==> src/rtl/sostp_pkg.sv <==
// ----------------------------------------------------------------------------
// sostp_pkg: shared types and constants
// Field widths and sequencer state encoding for the prime table unit.
// ----------------------------------------------------------------------------
package sostp_pkg;

	// word field widths
	localparam int unsigned INDEX_W = 11;
	localparam int unsigned PRIME_W = 14;

	// sequencer states
	typedef enum logic [3:0] {
		ST_IDLE,
		ST_CLEAR,
		ST_READ,
		ST_CHECK,
		ST_SQUARE,
		ST_MARK,
		ST_NEXT,
		ST_LOOKUP,
		ST_RESP
	} seq_state_t;

endpackage

==> src/rtl/sostp_ctrl.sv <==
// ----------------------------------------------------------------------------
// sostp_ctrl: sieve and lookup sequencer
// Clears the composite bitmap, walks the sieve with one shared adder and a
// squaring multiplier, appends matching primes, then answers lookups.
// ----------------------------------------------------------------------------
module sostp_ctrl #(
	parameter int unsigned LIMIT      = 16384,
	parameter int unsigned LIST_DEPTH = 1024
) (
	input  logic                              clk,
	input  logic                              arst_n,
	// query word
	input  logic                              query_valid,
	output logic                              query_stall,
	input  logic [sostp_pkg::INDEX_W-1:0]     query_index,
	// result word
	output logic                              result_valid,
	input  logic                              result_stall,
	output logic [sostp_pkg::PRIME_W-1:0]     prime_value,
	output logic                              found,
	// composite bitmap port
	output logic                              map_we,
	output logic [$clog2(LIMIT)-1:0]          map_waddr,
	output logic                              map_wdata,
	output logic [$clog2(LIMIT)-1:0]          map_raddr,
	input  logic                              map_rdata,
	// prime list port
	output logic                              list_we,
	output logic [$clog2(LIST_DEPTH)-1:0]     list_waddr,
	output logic [sostp_pkg::PRIME_W-1:0]     list_wdata,
	output logic [$clog2(LIST_DEPTH)-1:0]     list_raddr,
	input  logic [sostp_pkg::PRIME_W-1:0]     list_rdata
);
	import sostp_pkg::*;

	localparam int unsigned AW = $clog2(LIMIT);
	localparam int unsigned IW = $clog2(LIMIT + 1);
	localparam int unsigned MW = IW + 1;
	localparam int unsigned LW = $clog2(LIST_DEPTH);
	localparam int unsigned CW = $clog2(LIST_DEPTH + 1);
	localparam int unsigned QW = INDEX_W;

	seq_state_t state_q, state_d;

	logic [IW-1:0]        i_q;
	logic [MW-1:0]        m_q;
	logic [2*IW-1:0]      sq_q;
	logic [CW-1:0]        count_q;
	logic                 built_q;
	logic [QW-1:0]        idx_q;
	logic                 hit_q;
	logic                 result_valid_q;
	logic [PRIME_W-1:0]   prime_value_q;
	logic                 found_q;

	// shared adder: i+1 while scanning, m+i while marking multiples
	logic [MW-1:0] add_a, add_b, sum;
	logic          sum_done;
	logic          is_match, append;
	logic          out_free;
	logic          hit;
	logic [QW-1:0] idx_m1;
	logic [QW+LW-1:0]     idx_ext;
	logic [IW+PRIME_W-1:0] prime_ext;

	always_comb begin
		add_a = {1'b0, i_q};
		add_b = MW'(1);
		if (state_q == ST_MARK) begin
			add_a = m_q;
			add_b = {1'b0, i_q};
		end
	end
	assign sum      = add_a + add_b;
	assign sum_done = (sum >= MW'(LIMIT));

	// prime is kept when it is 2 or one above a multiple of four
	assign is_match = (i_q == IW'(2)) || (i_q[1:0] == 2'b01);
	assign append   = !map_rdata && is_match && (count_q < CW'(LIST_DEPTH));

	// lookup hit: index in one..count, taken once the table is built
	assign hit = (idx_q != '0)
		&& ({{CW{1'b0}}, idx_q} <= {{QW{1'b0}}, count_q});

	assign idx_m1  = idx_q - QW'(1);
	assign idx_ext = {{LW{1'b0}}, idx_m1};
	assign prime_ext = {{PRIME_W{1'b0}}, i_q};

	assign out_free = !result_valid_q || !result_stall;

	// memory ports
	assign map_we     = (state_q == ST_CLEAR) || (state_q == ST_MARK);
	assign map_waddr  = (state_q == ST_MARK) ? m_q[AW-1:0] : i_q[AW-1:0];
	assign map_wdata  = (state_q == ST_MARK);
	assign map_raddr  = i_q[AW-1:0];
	assign list_we    = (state_q == ST_CHECK) && append;
	assign list_waddr = count_q[LW-1:0];
	assign list_wdata = prime_ext[PRIME_W-1:0];
	assign list_raddr = idx_ext[LW-1:0];

	assign query_stall  = (state_q != ST_IDLE);
	assign result_valid = result_valid_q;
	assign prime_value  = prime_value_q;
	assign found        = found_q;

	// state register
	always_ff @(posedge clk or negedge arst_n) begin
		if (!arst_n) begin
			state_q <= ST_IDLE;
		end else begin
			state_q <= state_d;
		end
	end

	// next state
	always_comb begin
		state_d = state_q;
		unique case (state_q)
			ST_IDLE: begin
				if (query_valid) begin
					state_d = built_q ? ST_LOOKUP : ST_CLEAR;
				end
			end
			ST_CLEAR:  if (sum_done) state_d = ST_READ;
			ST_READ:   state_d = ST_CHECK;
			ST_CHECK:  state_d = map_rdata ? ST_NEXT : ST_SQUARE;
			ST_SQUARE: state_d = (sq_q < (2*IW)'(LIMIT)) ? ST_MARK : ST_NEXT;
			ST_MARK:   if (sum_done) state_d = ST_NEXT;
			ST_NEXT:   state_d = sum_done ? ST_LOOKUP : ST_READ;
			ST_LOOKUP: state_d = ST_RESP;
			ST_RESP:   if (out_free) state_d = ST_IDLE;
			default:   state_d = ST_IDLE;
		endcase
	end

	// control registers
	always_ff @(posedge clk or negedge arst_n) begin
		if (!arst_n) begin
			count_q        <= '0;
			built_q        <= 1'b0;
			result_valid_q <= 1'b0;
		end else begin
			if (state_q == ST_IDLE && query_valid && !built_q) begin
				count_q <= '0;
			end
			if (state_q == ST_CHECK && append) begin
				count_q <= count_q + CW'(1);
			end
			if (state_q == ST_NEXT && sum_done) begin
				built_q <= 1'b1;
			end
			if (state_q == ST_RESP && out_free) begin
				result_valid_q <= 1'b1;
			end else if (!result_stall) begin
				result_valid_q <= 1'b0;
			end
		end
	end

	// datapath registers
	always_ff @(posedge clk) begin
		unique case (state_q)
			ST_IDLE: begin
				if (query_valid) begin
					idx_q <= query_index;
					i_q   <= '0;
				end
			end
			ST_CLEAR: begin
				i_q <= sum_done ? IW'(2) : sum[IW-1:0];
			end
			ST_CHECK: begin
				sq_q <= i_q * i_q;
			end
			ST_SQUARE: begin
				m_q <= sq_q[MW-1:0];
			end
			ST_MARK: begin
				m_q <= sum;
			end
			ST_NEXT: begin
				i_q <= sum[IW-1:0];
			end
			ST_LOOKUP: begin
				hit_q <= hit;
			end
			ST_RESP: begin
				if (out_free) begin
					prime_value_q <= hit_q ? list_rdata : '0;
					found_q       <= hit_q;
				end
			end
			default: begin
			end
		endcase
	end

endmodule
==> config.mk <==
export PLATFORM = sky130hd
export DESIGN_NAME = sostp_ctrl
export DESIGN_NICKNAME = d
export VERILOG_FILES = /design/src/rtl/sostp_pkg.sv /design/src/rtl/sostp_ctrl.sv
export SDC_FILE = /design/constraint.sdc
export NUM_CORES = 1
export LEC_CHECK = 0
export CAP_MARGIN = 5
export CORE_ASPECT_RATIO = 0.8
export CORE_MARGIN = 1
export CORE_UTILIZATION = 65
export CTS_BUF_LIST = sky130_fd_sc_hd__clkbuf_4 sky130_fd_sc_hd__clkbuf_8
export DETAILED_ROUTE_END_ITERATION = 8
export DONT_BUFFER_PORTS = 1
export PLACE_DENSITY_LB_ADDON = 0.12
export REMOVE_ABC_BUFFERS = 1
export SYNTH_ARGS = -nofsm -noshare
export SYNTH_HDL_FRONTEND = slang
export SYNTH_SLANG_ARGS = --single-unit
==> constraint.sdc <==
create_clock -name clk -period 8.1 [get_ports clk]
set_input_delay 1.215 -clock clk [delete_from_list [all_inputs] [get_ports clk]]
set_output_delay 1.215 -clock clk [all_outputs]
set_load 0.01 [all_outputs]
==> flow_metrics.tcl <==
set metrics [dict create \
    outcome "finished clean" \
    core_um2 18170 \
    fill_cells 1466 \
    tightest_slew_ps 1027 \
    gr-usage-met1_pct 41.43 \
    fin_tns_setup_ps 0 \
    synth_area_leaders "fa_1 23%, edfxtp_1 22%, ha_1 12%, inv_1 7.5%, nand2_1 4.8%" \
    hold_viol_final 0 \
    yosys_most_used_dff "edfxtp_1" \
    synth_area_per_cell_um2 9.395 \
    cp-end-kind "register" \
    synth_area_leader_cell "fa_1" \
    layout_setup_ws_ps 1099 \
    synth_edf_count 87 \
    skew_ps 19.22 \
    layout.cells.non_filler 1468 \
    drc 0 \
    crit_type "reg2reg" \
    cts_root_buf "clkbuf_8" \
    cts_tree "built" \
    setup_violations 0 \
    dpl_worst_slack_ps 1191 \
    cts_setup_buffers 0 \
    cts_hold_buf 0 \
    slew_viol_final 0 \
    num_antenna_cells 0 \
    firstDrtPassIters 5 \
    grt-ovfl-total 0 \
    cp.arrival_ps 7110 \
    grt_max_degree 45 \
    clock_path_buffers 2 \
    clkTransAtPathRegs_ps 110 \
    rows 44 \
    crit_required_ps 8200 \
    place_inst 1452 \
    syn_inst 1286 \
    synth-seq-cells 104 \
    insertion_delay_ps 390 \
    port_buffers 0 \
    cts_buffers 9 \
    ios 112 \
    syn_to_final_growth_pct 1.357 \
    vias_per_cell 5.689 \
    grt_pass1_vias 8241 \
    fmax_mhz 142.8 \
    maxCapViolCount 0 \
    rsz0062_at_grt "false" \
    ctsResizeCount 0 \
    track_usage_pct 28.88 \
    synthArstFlopShare_pct 16.35 \
    wl_um 25680 \
    worstSetupStartpointType "register" \
    crit_fanout 18 \
    grt_use_met2_pct 45.90 \
    routabilityCongestion 0.9287 \
    syn_area_um2 12080 \
    grt_antenna_before_repair 0 \
    gr-usage-met3_pct 6.019 \
    period_needed_ps 7001 \
    grt_busiest_layer "met2" \
    cp_slowest_cell "edfxtp_1" \
    die_x_um 154.4 \
    dp_hpwl_um 19960 \
    numClockSinks 104 \
    cp_common_cell "fa_1" \
    ant_nets 0 \
    wl_per_cell_um 17.50 \
    slew_headroom_pct 30.82 \
    yosysMostFrequentCell "inv_1" \
    crit_chain "inv_1 -> nor2_1 -> fa_1 -> inv_1 -> fa_1 -> inv_1 -> fa_1 -> fa_1 -> fa_1 -> inv_1 -> fa_1 -> inv_1 -> ha_1 -> a21o_1 -> a221oi_1 -> a21oi_1 -> o311ai_2 -> a21oi_1 -> o2111ai_1 -> o311ai_2" \
    fin_crit_sh_pct 86.43 \
    hold_class "in2async" \
    yosys_warnings 0 \
    vias 8351 \
    netlist_top_cells_count "242 x inv_1, 155 x nand2_1, 138 x fa_1" \
    drive_gt1_share_pct 4.443 \
    dieArea_um2 19140 \
    cp_slowest_stage_delay_ps 1030 \
    htree_levels 3 \
    start_util_pct 66.50 \
    synth_top_area_share_pct 22.87 \
    die_y_um 123.9 \
    nets 1520 \
    drt_iter0_markers 610 \
    grt_pass1_wl_um 42320 \
    yosysSeqAreaShare_pct 25.14 \
    synth_cell_type_count 66 \
]
flip-flops by register name (all words and copies together), names as in the netlist, 4 cells and up:
signal,cells
count_q,11
i_q,15
idx_q,11
m_q,16
prime_value,14
sq_q,29
state_q,4
worst paths after layout:
| check | slack (ps) | startpoint | cells after the start | endpoint |
|---|---|---|---|---|
| min | 500 | arst_n | 0 | state_q[3] |
| max reg2reg | 1100 | i_q[10] | 20 | sq_q[28] |
| max | 1100 | i_q[10] | 20 | sq_q[28] |
| min reg2reg | 540 | sq_q[5] | 2 | m_q[5] |
| max in group asynchronous | 7500 | arst_n | 0 | state_q[1] |
| min in group clk | 540 | sq_q[5] | 2 | m_q[5] |
final cells by class:
class                   count  area, um2  area share [%]
flip-flops and latches    104       3038           24.81
multi-input cells         858       7680           62.72
repair buffers             18      135.1           1.104
clock buffers               9      123.9           1.012
well taps                 230      287.8           2.350
clock inverters             7      72.57          0.5926
inverters                 242      908.4           7.418
layout by cell type, fill, tap and decap left out, types with 3 or more instances in the layout:
master / count
a211oi_1: 6
a21o_1: 15
a21oi_1: 34
a31oi_1: 6
and2_1: 59
and3_1: 14
buf_4: 18
clkbuf_8: 9
dfrtp_1: 17
edfxtp_1: 87
fa_1: 138
ha_1: 119
inv_1: 242
nand2_1: 155
nand2b_1: 9
nand3_1: 15
nand4_1: 9
nor2_1: 58
nor2b_1: 9
nor3_1: 18
nor4_1: 11
nor4b_1: 3
o2111ai_1: 3
o21a_1: 8
o21ai_0: 50
o21ai_1: 4
o21bai_1: 3
o22ai_1: 3
o41ai_1: 4
or3_1: 7
xnor2_1: 31
xor2_1: 21
logic make-up after synthesis:
family	after synthesis	share of synthesized area, %
compound gates	167	9.176
xor+xnor	52	3.770
fa+ha+maj	257	35.19
buf+inv	324	11.33
flops	104	25.15
mux	4	0.3521
simple gates	378	15.04
metal layers:
layer  part of all wire [%]  wire length (um)  vias up
li1                       -                 -     4014
met1                     47             11950     4063
met2                     45             11500      247
met3                    7.2              1862       27
met4                    1.4               366        0
met5                      0                 0        -
critical path: cells and delay by family, from the launching register on:
| family | cells | cell delay [ps] |
|---|---|---|
| AO/OA/AOI/OAI | 7 | 1640 |
| adder cells (fa/ha/maj) | 7 | 3160 |
| buffers and inverters | 5 | 570 |
| flip-flops | 1 | 1030 |
| AND/OR/NAND/NOR | 1 | 310 |
per-stage QoR:
stage	util, %	hold slack [ps]	area [um2]
final	67.40	503.9	12250
after global routing	67.40	479.5	12250
after CTS	67.40	490.7	12250
after detailed placement	66.32	510.0	12050
after global placement	66.32	503.5	12050
after floorplan	-	481.8	11620
Power is not shown: default switching activity piles up to over one toggle a cycle in this logic, so the estimate is an artifact.
